**config.mk**
```make
export PLATFORM = sky130hd
export DESIGN_NAME = remote_frame_decode_key_edges_top
export DESIGN_NICKNAME = d
export VERILOG_FILES = /design/src/design/rfdke_pkg.sv /design/src/design/rfdke_ctrl.sv /design/src/design/rfdke_dpath.sv /design/src/design/remote_frame_decode_key_edges_top.sv
export VERILOG_INCLUDE_DIRS = /design/src /design/src/design
export SDC_FILE = /design/constraint.sdc
export NUM_CORES = 1
export LEC_CHECK = 0
export BUFFER_PORTS_ARGS = -buffer_cell sky130_fd_sc_hd__buf_2
export CAP_MARGIN = 30
export CORE_UTILIZATION = 30
export CTS_CLUSTER_DIAMETER = 30
export CTS_CLUSTER_SIZE = 12
export DETAILED_ROUTE_END_ITERATION = 16
export MAX_ROUTING_LAYER = met4
export PLACE_DENSITY = 0.47
export SLEW_MARGIN = 0
export SYNTH_ARGS = -nofsm -noshare
export SYNTH_HDL_FRONTEND = slang
export SYNTH_SLANG_ARGS = --single-unit
```
**constraint.sdc**
```tcl
create_clock -name clock -period 8.3 [get_ports clock]
set_input_delay 0.415 -clock clock [delete_from_list [all_inputs] [get_ports clock]]
set_output_delay 0.415 -clock clock [all_outputs]
set_load 0.01 [all_outputs]
```
**src/design/assert_macros.svh**
```systemverilog
// Assertion macros for the design files; included by the controller.
`ifndef ASSERT_MACROS_SVH
`define ASSERT_MACROS_SVH

`ifndef NO_ASSERTIONS

// Property must hold at every clock edge outside reset.
`define ASSERT_CLK(label, clk, rst, prop, msg) \
   label: assert property (@(posedge clk) disable iff (rst) (prop)) else $error(msg);

// Condition must never be true outside reset.
`define ASSERT_NEVER(label, clk, rst, cond, msg) \
   label: assert property (@(posedge clk) disable iff (rst) !(cond)) else $error(msg);

`else

`define ASSERT_CLK(label, clk, rst, prop, msg)
`define ASSERT_NEVER(label, clk, rst, cond, msg)

`endif

`endif

```
**src/design/rfdke_pkg.sv**
```systemverilog
// Shared types and constants of the remote frame decoder.
package rfdke_pkg;

   localparam int FRAME_LEN   = 16;
   localparam int POS_W       = 5;
   localparam int ADDR_W      = 4;
   localparam int TICK_W      = 32;
   localparam int WALK_W      = 5;
   localparam int KEY_OUT_W   = 15;
   localparam int STICK_W     = 11;
   localparam int REQ_TDATA_W = 40;
   localparam int RSP_TDATA_W = 136;

   localparam logic [STICK_W-1:0] STICK_OFFSET    = 11'd1024;
   localparam logic [TICK_W-1:0]  HOLDOFF_DEFAULT = 32'd50;

   // Controller to datapath commands
   typedef struct packed {
      logic              store;
      logic [ADDR_W-1:0] store_addr;
      logic              walk;
      logic [WALK_W-1:0] walk_idx;
      logic              finish;
   } rfdke_cmd_type;

endpackage

```
**src/design/rfdke_ctrl.sv**
```systemverilog
// Controller: byte position, timestamp walk sequencing and result handshake.
`include "assert_macros.svh"

module rfdke_ctrl #(
   parameter int NUM_KEYS = 15
) (
   input  logic                   clock,
   input  logic                   reset,
   input  logic                   req_tvalid,
   output logic                   req_tready,
   input  logic                   req_frame_start,
   output logic                   rsp_tvalid,
   input  logic                   rsp_tready,
   output rfdke_pkg::rfdke_cmd_type cmd
);
   import rfdke_pkg::*;

   typedef enum logic [1:0] {
      S_COLLECT,
      S_WALK,
      S_LOAD
   } state_type;

   localparam logic [WALK_W-1:0] LAST_IDX = WALK_W'(NUM_KEYS + 1);
   localparam logic [POS_W-1:0]  POS_IDLE = POS_W'(FRAME_LEN);
   localparam logic [POS_W-1:0]  POS_LAST = POS_W'(FRAME_LEN - 1);

   state_type         state_ff, state_in;
   logic [POS_W-1:0]  pos_ff, pos_in, pos_eff;
   logic [WALK_W-1:0] idx_ff, idx_in;
   logic              rsp_valid_ff, rsp_valid_in;
   logic              accept;

   // Hold off the completing byte while the previous result is still pending
   assign req_tready = (state_ff == S_COLLECT) && !(rsp_valid_ff && pos_ff == POS_LAST);
   assign accept     = req_tvalid && req_tready;
   assign pos_eff    = req_frame_start ? '0 : pos_ff;
   assign rsp_tvalid = rsp_valid_ff;

   always_comb begin
      state_in = state_ff;
      pos_in   = pos_ff;
      idx_in   = idx_ff;
      cmd      = '0;
      unique case (state_ff)
         S_COLLECT: begin
            if (accept && !pos_eff[POS_W-1]) begin
               cmd.store      = 1'b1;
               cmd.store_addr = pos_eff[ADDR_W-1:0];
               pos_in         = pos_eff + 1'b1;
               if (pos_eff == POS_LAST) begin
                  state_in = S_WALK;
                  idx_in   = '0;
               end
            end else if (accept) begin
               pos_in = pos_eff;
            end
         end
         S_WALK: begin
            cmd.walk     = 1'b1;
            cmd.walk_idx = idx_ff;
            if (idx_ff == LAST_IDX) begin
               state_in = S_LOAD;
            end else begin
               idx_in = idx_ff + 1'b1;
            end
         end
         S_LOAD: begin
            cmd.finish = 1'b1;
            state_in   = S_COLLECT;
         end
         default: state_in = S_COLLECT;
      endcase
      rsp_valid_in = (rsp_valid_ff && !rsp_tready) || cmd.finish;
   end

   always_ff @(posedge clock) begin
      if (reset) begin
         state_ff     <= S_COLLECT;
         pos_ff       <= POS_IDLE;
         idx_ff       <= '0;
         rsp_valid_ff <= 1'b0;
      end else begin
         state_ff     <= state_in;
         pos_ff       <= pos_in;
         idx_ff       <= idx_in;
         rsp_valid_ff <= rsp_valid_in;
      end
   end

   `ASSERT_NEVER(a_no_overrun, clock, reset,
      cmd.store && cmd.store_addr == ADDR_W'(FRAME_LEN - 1) && rsp_valid_ff,
      "frame completed while result still pending")
   `ASSERT_CLK(a_walk_follows_frame, clock, reset,
      cmd.store && cmd.store_addr == ADDR_W'(FRAME_LEN - 1) |=>
         cmd.walk && cmd.walk_idx == '0,
      "walk did not start after last byte")
   `ASSERT_CLK(a_finish_after_walk, clock, reset,
      cmd.finish |-> $past(cmd.walk && cmd.walk_idx == LAST_IDX),
      "result loaded before walk finished")

endmodule

```
**src/design/rfdke_dpath.sv**
```systemverilog
// Datapath: frame store, field unpacking, hold-off compare unit and result register.
module rfdke_dpath #(
   parameter int NUM_KEYS = 15
) (
   input  logic                                 clock,
   input  logic                                 reset,
   input  rfdke_pkg::rfdke_cmd_type             cmd,
   input  logic [7:0]                           data_byte,
   input  logic [rfdke_pkg::TICK_W-1:0]         tick_now,
   input  logic                                 csr_wr_en,
   input  logic [rfdke_pkg::TICK_W-1:0]         csr_wr_data,
   output logic [rfdke_pkg::RSP_TDATA_W-1:0]    rsp_data
);
   import rfdke_pkg::*;

   localparam int KEY_IDX_W = (NUM_KEYS > 1) ? $clog2(NUM_KEYS) : 1;

   logic [7:0]             frame_ff [FRAME_LEN];
   logic [TICK_W-1:0]      tick_ff;
   logic [TICK_W-1:0]      holdoff_ff;
   logic [15:0]            prev_keys_ff;
   logic [1:0]             prev_mouse_ff;
   logic [NUM_KEYS-1:0]    held_edges_ff;
   logic [1:0]             medges_ff;
   logic [TICK_W-1:0]      key_time_ff [NUM_KEYS];
   logic [TICK_W-1:0]      mouse_time_ff [2];
   logic [RSP_TDATA_W-1:0] rsp_data_ff;

   logic [15:0]            keys;
   logic [1:0]             held;
   logic [15:0]            edges16;
   logic [KEY_IDX_W-1:0]   key_idx;
   logic                   is_key, mouse_sel;
   logic [TICK_W-1:0]      last_time, elapsed;
   logic                   passed, key_rise, mouse_rise;
   logic [STICK_W-1:0]     stick1, stick2, stick3, stick4;

   assign keys = {frame_ff[15], frame_ff[14]};
   assign held = {|frame_ff[13], |frame_ff[12]};

   // Channels are packed little-endian; subtracting 1024 wraps at 11 bits
   assign stick1 = {frame_ff[1][2:0], frame_ff[0]} - STICK_OFFSET;
   assign stick2 = {frame_ff[2][5:0], frame_ff[1][7:3]} - STICK_OFFSET;
   assign stick3 = {frame_ff[4][0], frame_ff[3], frame_ff[2][7:6]} - STICK_OFFSET;
   assign stick4 = {frame_ff[5][3:0], frame_ff[4][7:1]} - STICK_OFFSET;

   // One shared compare unit, one button per walk step: keys first, then mice
   assign is_key     = cmd.walk_idx < WALK_W'(NUM_KEYS);
   assign key_idx    = cmd.walk_idx[KEY_IDX_W-1:0];
   assign mouse_sel  = cmd.walk_idx != WALK_W'(NUM_KEYS);
   assign last_time  = is_key ? key_time_ff[key_idx] : mouse_time_ff[mouse_sel];
   assign elapsed    = tick_ff - last_time;
   assign passed     = elapsed >= holdoff_ff;
   assign key_rise   = keys[cmd.walk_idx[3:0]] & ~prev_keys_ff[cmd.walk_idx[3:0]];
   assign mouse_rise = held[mouse_sel] & ~prev_mouse_ff[mouse_sel];

   assign edges16  = 16'(held_edges_ff);
   assign rsp_data = rsp_data_ff;

   always_ff @(posedge clock) begin
      if (reset) begin
         holdoff_ff    <= HOLDOFF_DEFAULT;
         prev_keys_ff  <= '0;
         prev_mouse_ff <= '0;
         held_edges_ff <= '0;
         medges_ff     <= '0;
         for (int i = 0; i < NUM_KEYS; i++) begin
            key_time_ff[i] <= '0;
         end
         mouse_time_ff[0] <= '0;
         mouse_time_ff[1] <= '0;
      end else begin
         if (csr_wr_en) begin
            holdoff_ff <= csr_wr_data;
         end
         if (cmd.walk) begin
            if (is_key) begin
               if (passed) begin
                  if (key_rise) begin
                     held_edges_ff[key_idx] <= 1'b1;
                     key_time_ff[key_idx]   <= tick_ff;
                  end
               end else begin
                  held_edges_ff[key_idx] <= 1'b0;
               end
            end else if (passed && mouse_rise) begin
               medges_ff[mouse_sel]     <= 1'b1;
               mouse_time_ff[mouse_sel] <= tick_ff;
            end
         end
         if (cmd.finish) begin
            prev_keys_ff  <= keys;
            prev_mouse_ff <= held;
            medges_ff     <= '0;
         end
      end
   end

   always_ff @(posedge clock) begin
      if (cmd.store) begin
         frame_ff[cmd.store_addr] <= data_byte;
         tick_ff                  <= tick_now;
      end
      if (cmd.finish) begin
         rsp_data_ff <= {5'b0, medges_ff, edges16[KEY_OUT_W-1:0], keys, held,
                         frame_ff[11], frame_ff[10], frame_ff[9], frame_ff[8],
                         frame_ff[7], frame_ff[6], frame_ff[5][7:4],
                         stick4, stick3, stick2, stick1};
      end
   end

endmodule

```
**src/design/remote_frame_decode_key_edges_top.sv**
```systemverilog
// Top level of the remote-receiver frame decoder with debounced press edges.
//
// Takes remote-receiver frame bytes, one per req transaction, and after the
// 16th byte of a frame returns one rsp transaction with the unpacked sticks,
// switches, mouse axes and buttons, key mask and debounced press edges.
// A byte with the frame-start flag (req_tuser) always restarts a frame at
// byte 0; bytes outside a frame are dropped without a result, and partial
// frames give none. The 16th byte starts a walk over NUM_KEYS + 2 buttons
// through a single hold-off compare unit (one 32-bit subtract and compare
// per cycle), followed by a load step that writes the result register, so
// req_tready is low from the last byte of a frame until that load. A result
// held in the output register does not block the next frame's bytes; only
// the byte that would complete the next frame waits for it to be taken.
// The hold-off count is written on the csr port; the user must write it only
// while no frame is in flight, which the block does not enforce. It resets
// to 50 ticks, and elapsed time is counted modulo 2^32.
module remote_frame_decode_key_edges_top #(
   parameter int NUM_KEYS = 15
) (
   input  logic                                 clock,
   input  logic                                 reset,
   // req_tdata, low bit up: data_byte[7:0], tick_now[31:0]
   input  logic                                 req_tvalid,
   output logic                                 req_tready,
   input  logic [rfdke_pkg::REQ_TDATA_W-1:0]    req_tdata,
   // req_tuser: frame_start
   input  logic                                 req_tuser,
   // rsp_tdata, low bit up: stick_one[10:0], stick_two[10:0], stick_three[10:0],
   // stick_four[10:0], switch_pair[3:0], mouse_dx[15:0], mouse_dy[15:0],
   // mouse_dz[15:0], mouse_held[1:0], key_mask[15:0], key_edges[14:0],
   // mouse_edges[1:0], zero fill[4:0]
   output logic                                 rsp_tvalid,
   input  logic                                 rsp_tready,
   output logic [rfdke_pkg::RSP_TDATA_W-1:0]    rsp_tdata,
   // hold-off ticks register
   input  logic                                 csr_wr_en,
   input  logic [rfdke_pkg::TICK_W-1:0]         csr_wr_data
);
   import rfdke_pkg::*;

   rfdke_cmd_type cmd;

   rfdke_ctrl #(
      .NUM_KEYS (NUM_KEYS)
   ) u_ctrl (
      .clock           (clock),
      .reset           (reset),
      .req_tvalid      (req_tvalid),
      .req_tready      (req_tready),
      .req_frame_start (req_tuser),
      .rsp_tvalid      (rsp_tvalid),
      .rsp_tready      (rsp_tready),
      .cmd             (cmd)
   );

   rfdke_dpath #(
      .NUM_KEYS (NUM_KEYS)
   ) u_dpath (
      .clock       (clock),
      .reset       (reset),
      .cmd         (cmd),
      .data_byte   (req_tdata[7:0]),
      .tick_now    (req_tdata[8 +: TICK_W]),
      .csr_wr_en   (csr_wr_en),
      .csr_wr_data (csr_wr_data),
      .rsp_data    (rsp_tdata)
   );

endmodule
```
==> results.yml, run 1 <==
run_status:
  outcome: "finished clean"
synthesis:
  synth.avg_cell_area_um2: 13.11
  ys_ff_latch: 947
  synth_area_leaders: "edfxtp_1 66%, nor3_1 5.1%, dfxtp_1 4.1%, o22ai_1 3.5%, ha_1 2.2%"
  synth_area_leader_cell: "edfxtp_1"
  yosysTopAreaCellShare: 0.6602
  synth_xor_area_frac: 0.007552
  synth_edf_count: 867
  synthCells: 3007
  synth_fa_ha_area_frac: 0.02208
  synth_warnings: 0
  netlist_area_um2: 39430
  synth_compound_area_frac: 0.09754
  synth_ff_type: "edfxtp_1"
  synthSimpleGateAreaFrac: 0.1272
  synth_mux_area_frac: 0.008218
  yosysUniqueCellTypes: 70
  synth_top_family_by_area: "simple AND/OR/NAND/NOR gates"
  synth-seq-area-share: 0.7009
  async_reset_ff_frac: 0
setup_path:
  cp_max_fo: 32
  r2r_cells: 29
  slowest_delay_ns: 0.53
  end_kind: "flip-flop"
  slowest_stage: "dfxtp_2"
  cp_data_required_time_ns: 8.76
  reg2reg_from: "u_ctrl.idx_ff[1]"
  critPathKind: "reg -> reg"
  cp.arrival_ns: 8.32
  reg2reg_to: "u_dpath.key_time_ff[5][9]"
  r2r_setup_slack_ns: 0.43
  critPathLaunchType: "flip-flop"
timing:
  setup_viol: 0
  slew_violations: 0
  tightest_slew_ns: 0.9889
  hold_viol: 0
  fmax_mhz: 127.1
  finClkSkew_ns: 0.03143
  finalCritPeriodShare: 0.9477
  max_slew_margin: 0.3346
  period_needed_ns: 7.866
job:
  drv_cap: 0
die:
  num_rows: 132
  die_w_um: 364.6
  start_util: 0.3034
  dieArea_um2: 132900
  io_pins: 216
  die-height_um: 364.6
  core-area_um2: 130000
global_routing:
  use_met2: 0.2933
  gr-max-usage-layer: "met2"
  grt_pass1_wl_mm: 176.0
  antenna_found_initial: 1
  grt_max_degree: 88
  gr-usage-met1: 0.2308
  grt_pass1_vias: 26520
  grt_use_total: 0.1835
  grt_overflow: 0
  met3_usage: 0.03218
finish:
  area_delta_synth_final_pct: 28.59
  num_antenna_cells: 0
  layout_common_cells: "867 x edfxtp_1, 396 x nor3_1, 222 x o22ai_1"
  final_common_cell: "edfxtp_1"
  fin_nets: 3536
  postLayoutCellArea_um2: 50710
  final_layout_size_suffix_gt1_frac: 0.2077
  nFillCells: 12340
  final_cell_count_no_fill: 5291
min_path:
  hold_class: "in -> reg"
  min_to: "u_dpath.holdoff_ff[23]"
  worstHoldStart: "reset"
  hold_depth: 2
clocking:
  clk_pin_slew_ns: 0.05
  htree_levels: 4
  cts_tree: "built"
  insertion_delay_ns: 0.78
  root_buffer: "clkbuf_16"
  cts_buffers: 187
  cts_buffer_depth: 3
  clock_sinks: 947
pwr:
  p_leak_nw: 17.90
  finalPower_mw: 13.73
  power.density_nw_per_um2: 270.8
  ir_worst_vdd_mv: 0.1675
routing:
  dr.first_iter.drc_count: 2121
  drc: 0
  route.vias.total: 26450
  wl_mm: 119.1
  wire_per_inst_um: 22.52
  first_pass_iters: 5
  drtAntennaViolNets: 0
  vias_per_cell: 4.998
placement:
  hpwl_mm: 76.12
  post_dp_cell_area_um2: 43370
  io_buffers: 210
  dp.cells: 4864
  gp_congestion: 0.8207
## logic make-up (layout without fill, tap and decap cells)
| logic type | Yosys count | after routing |
|---|---|---|
| DFF | 947 | 947 |
| muxes | 32 | 32 |
| and+or+nand+nor | 944 | 944 |
| other | 1 | 37 |
| AOI/OAI and AO/OA | 625 | 625 |
| adders and majority gates | 69 | 69 |
| buffers and inverters | 355 | 861 |
| xor gates and xnor gates | 34 | 34 |
## layout make-up
type	count	area, µm²	share of cell area
Sequential cell	947	27640	0.5451
Multi-Input combinational cell	1741	10780	0.2125
Clock buffer	228	5044	0.09946
Timing Repair Buffer	420	3212	0.06334
Tap cell	1742	2180	0.04298
Clock inverter	121	1505	0.02968
Inverter	92	350.3	0.006909
## sequential cells by signal, indices dropped and copies added, names as in the netlist, named ones only
register / cells
u_dpath.prev_keys_ff: 16
u_dpath.medges_ff: 2
rsp_tdata: 48
u_ctrl.pos_ff: 5
u_ctrl.idx_ff: 5
u_dpath.rsp_data: 83
u_dpath.frame_ff: 128
u_ctrl.state_ff: 2
u_dpath.prev_mouse_ff: 2
u_dpath.tick_ff: 32
u_dpath.mouse_time_ff: 64
u_dpath.key_time_ff: 512
u_ctrl.rsp_tvalid: 1
u_dpath.holdoff_ff: 32
## worst max-delay path by stage
stage | startpoint | to | slack, ns | cells past startpoint
floorplan | u_ctrl.idx_ff[1] | u_dpath.key_time_ff[0][0] | 0.16 | 30
global placement | u_ctrl.idx_ff[1] | u_dpath.key_time_ff[12][8] | -0.002 | 28
detailed placement | u_ctrl.idx_ff[1] | u_dpath.key_time_ff[12][8] | -0.08 | 28
CTS | u_ctrl.state_ff[0] | u_dpath.key_time_ff[12][6] | 0.03 | 28
global route | u_ctrl.state_ff[0] | u_dpath.key_time_ff[5][9] | -0.003 | 30
finish | u_ctrl.idx_ff[1] | u_dpath.key_time_ff[5][9] | 0.43 | 29
## worst max-delay path, delay by kind of cell (launching register included)
family / cells / cell delay (ns)
AOI/OAI and AO/OA: 11 / 2.61
xor gates and xnor gates: 1 / 0.09
adders and majority gates: 3 / 0.96
buffers and inverters: 5 / 1.31
DFF: 1 / 0.53
and+or+nand+nor: 9 / 1.98
## cells in the mapped netlist, types with 4 or more instances
master	number
nand4_1	41
edfxtp_1	867
o21ai_0	138
xnor2_1	26
ha_1	68
dfxtp_1	80
buf_1	20
nand2b_1	12
nor3_1	398
inv_1	91
mux2i_1	29
nor4_2	4
xor2_1	8
and2_1	131
o211ai_1	7
buf_6	4
or4_1	7
a31oi_1	5
clkbuf_1	193
o22ai_1	222
nor4_1	21
a211oi_1	6
and3_1	5
o21bai_1	4
nand2_1	115
a21o_1	25
o32ai_1	7
a221o_1	4
or2_2	6
nor2_1	121
a21oi_1	120
nand3_1	18
a22oi_1	44
nor2b_1	7
buf_4	7
buf_2	39
nor3_2	41
a22o_1	17
## stage by stage
stage            TNS, ns  worst slack [ns]    util  hold slack, ns
5_1_grt        -0.003363         -0.003363  0.3901         0.04994
4_1_cts                0           0.03230  0.3892         0.02277
2_1_floorplan          0            0.1628       -          0.4003
3_5_place_dp      -4.252          -0.07981  0.3337          0.4045
6_report               0            0.4342  0.3901         0.07288
3_3_place_gp    -0.01350         -0.002189  0.3333          0.4003
## power breakdown
part           internal, mW  switching (mW)
combinational         0.202           0.420
sequential             5.33          0.0621
clock                  5.21            2.51
total                  10.7            2.99
## repair_timing
item,in CTS,in global routing
endpoints found under the setup margin,93,621
gates resized for setup,1,3
pin swaps,1,6
buffers inserted,0,10
hold buffers,66,1
endpoints found under the hold margin,67,1
## layer usage
metal,wire length (µm),share of wire
met5,0,0
met4,3752,0.031
met3,6287,0.053
met2,57660,0.48
met1,51430,0.43
(Power assumes the default switching activity.)
==> inputs of run 2 (changes only) <==
- CORE_MARGIN: default -> 5
- PLACE_DENSITY: 0.47 -> default
- PLACE_DENSITY_LB_ADDON: default -> 0.15
- RECOVER_POWER: default -> 50
==> results.yml, run 2 (synthesized netlist as in run 1, its figures left out) <==
setup_path:
  critPathLaunchType: "flip-flop"
  crit_family: "compound AO/OA/AOI/OAI gates"
  critPathKind: "reg -> reg"
  cp_data_required_time_ns: 8.76
  end_kind: "flip-flop"
  crit_top_cell: "buf_12"
  critPathBufInv: 7
  cp_max_fo: 30
  slowest_delay_ns: 0.61
  cp.arrival_ns: 8.35
  slowest_stage: "nand4b_1"
routing:
  first_pass_iters: 7
  wl_mm: 126.0
  vias_per_cell: 4.982
  drtAntennaViolNets: 0
  drc: 0
  dr.first_iter.drc_count: 2022
  wire_per_inst_um: 23.62
  route.vias.total: 26590
finish:
  area_delta_synth_final_pct: 28.92
  fin_nets: 3552
  fin_util: 0.3877
  final_common_cell: "edfxtp_1"
  largest_reg_flops: 512
  layout_common_cells: "867 x edfxtp_1, 403 x nor3_1, 222 x o22ai_1"
  final_layout_size_suffix_gt1_frac: 0.1682
  postLayoutCellArea_um2: 50840
  final_cell_count_no_fill: 5337
  top_register: "u_dpath.key_time_ff"
  nFillCells: 12730
pwr:
  power.density_nw_per_um2: 276.3
  ir_worst_vdd_mv: 0.2027
  finalPower_mw: 14.04
  switching_power_mw: 3.112
  power_frac_seq: 0.384
  pwr-share-comb: 0.045
  internal_power_mw: 10.93
  p_clk_frac: 0.571
  switching_share: 0.2216
  p_leak_nw: 17.67
timing:
  setup_viol: 0
  finClkSkew_ns: 0.02889
  hold_viol: 0
  max_slew_margin: -1.347
  finalCritPeriodShare: 0.9507
  fmax_mhz: 126.7
  period_needed_ns: 7.891
  slew_violations: 250
  rsz0062_at_grt: "false"
  tightest_slew_ns: 3.501
  fin_setup_tns_ns: 0
global_routing:
  antenna_found_initial: 3
  grt_use_total: 0.1833
  grt_max_degree: 86
  grt_pass1_wl_mm: 183.6
  grt_pass1_vias: 26760
  grt_overflow: 0
clocking:
  insertion_delay_ns: 0.79
  clk_pin_slew_ns: 0.05
  root_buffer: "clkbuf_16"
  cts_buffer_depth: 3
  post_cts_resize_count: 0
  cts_tree: "built"
  htree_levels: 4
  clock_sinks: 947
  cts_buffers: 201
die:
  num_rows: 133
  die-height_um: 372.6
  io_pins: 216
  die_w_um: 372.6
  start_util: 0.3007
  dieArea_um2: 138800
  core-area_um2: 131100
placement:
  hpwl_mm: 80.32
  dp.cells: 4889
  post_dp_cell_area_um2: 43620
  gp_congestion: 0.7966
  io_buffers: 210
run_status:
  violations: "max-capacitance violations, max-slew violations"
  outcome: "complete, but fails checks"
job:
  drv_cap: 5
min_path:
  hold_class: "in -> reg"
-- run 2: changes by cell type in the layout (fill, tap and decap cells not counted), moves of 7 or more --
cell       delta
clkbuf_1    +155
buf_2       -143
clkinv_2     +29
buf_4        -27
clkbuf_16    +11
buf_12        +7
nor3_1        +7
nor3_2        -7
-- run 2: final cells by class --
class,instances,area [µm²],area share
tap,1755,2196,0.04319
timing repair buffer,422,3060,0.06020
multi-input combinational,1741,10710,0.2107
antenna,2,5.005,0.00009845
clock buffer,236,5328,0.1048
inverter,92,346.6,0.006818
sequential,947,27640,0.5436
clock inverter,142,1555,0.03059
-- run 2: metal layers --
layer / track usage / vias to the layer above / wire [µm] / share of wire
li1: - / 12320 / - / -
met1: 0.2324 / 13220 / 54990 / 0.44
met2: 0.2898 / 793 / 59500 / 0.47
met3: 0.03520 / 253 / 6706 / 0.053
met4: 0.07550 / 0 / 4849 / 0.038
met5: - / - / 0 / 0
-- run 2: final timing paths --
kind / from / end / slack, ns / depth (start not counted)
max reg2reg: u_ctrl.idx_ff[0] / u_dpath.key_time_ff[6][12] / 0.41 / 29
min reg2reg: u_dpath.frame_ff[10][4] / rsp_tdata[84] / 0.41 / 0
max: u_ctrl.idx_ff[0] / u_dpath.key_time_ff[6][12] / 0.41 / 29
min: req_tuser / u_ctrl.pos_ff[4] / 0.07 / 4
-- run 2: timing repair --
| action | in CTS | in global routing |
|---|---|---|
| setup endpoints to repair | 0 | 0 |
| setup buffers | 0 | 0 |
| hold buffers | 66 | 1 |
| endpoints found under the hold margin | 67 | 1 |
-- run 2: worst register-to-register path: cells and delay by family, from the launching register on --
kind | cells | cell delay (ns)
AO/OA/AOI/OAI | 10 | 2.40
AND/OR/NAND/NOR | 9 | 1.92
buffers and inverters | 7 | 1.84
adder cells (fa/ha/maj) | 2 | 0.70
flip-flops | 1 | 0.58
XOR/XNOR | 1 | 0.09
-- run 2: stage by stage --
step                      hold WS [ns]  setup WS (ns)
after floorplan                 0.4003         0.1628
after global placement          0.4011         0.4167
after detailed placement        0.4045         0.4540
after CTS                      0.01236         0.4143
after global routing           0.06061       0.004134
final                          0.07423         0.4091
-- run 2: power by group through the flow --
| stage | combinational (mW) | clock (mW) | sequential (mW) |
|---|---|---|---|
| CTS | 0.652 | 8.15 | 5.39 |
| floorplan | 0.344 | 0 | 5.45 |
| finish | 0.637 | 8.02 | 5.39 |
| global route | 0.695 | 8.41 | 5.40 |
| detailed placement | 0.624 | 0 | 5.47 |
| global placement | 0.627 | 0 | 5.47 |
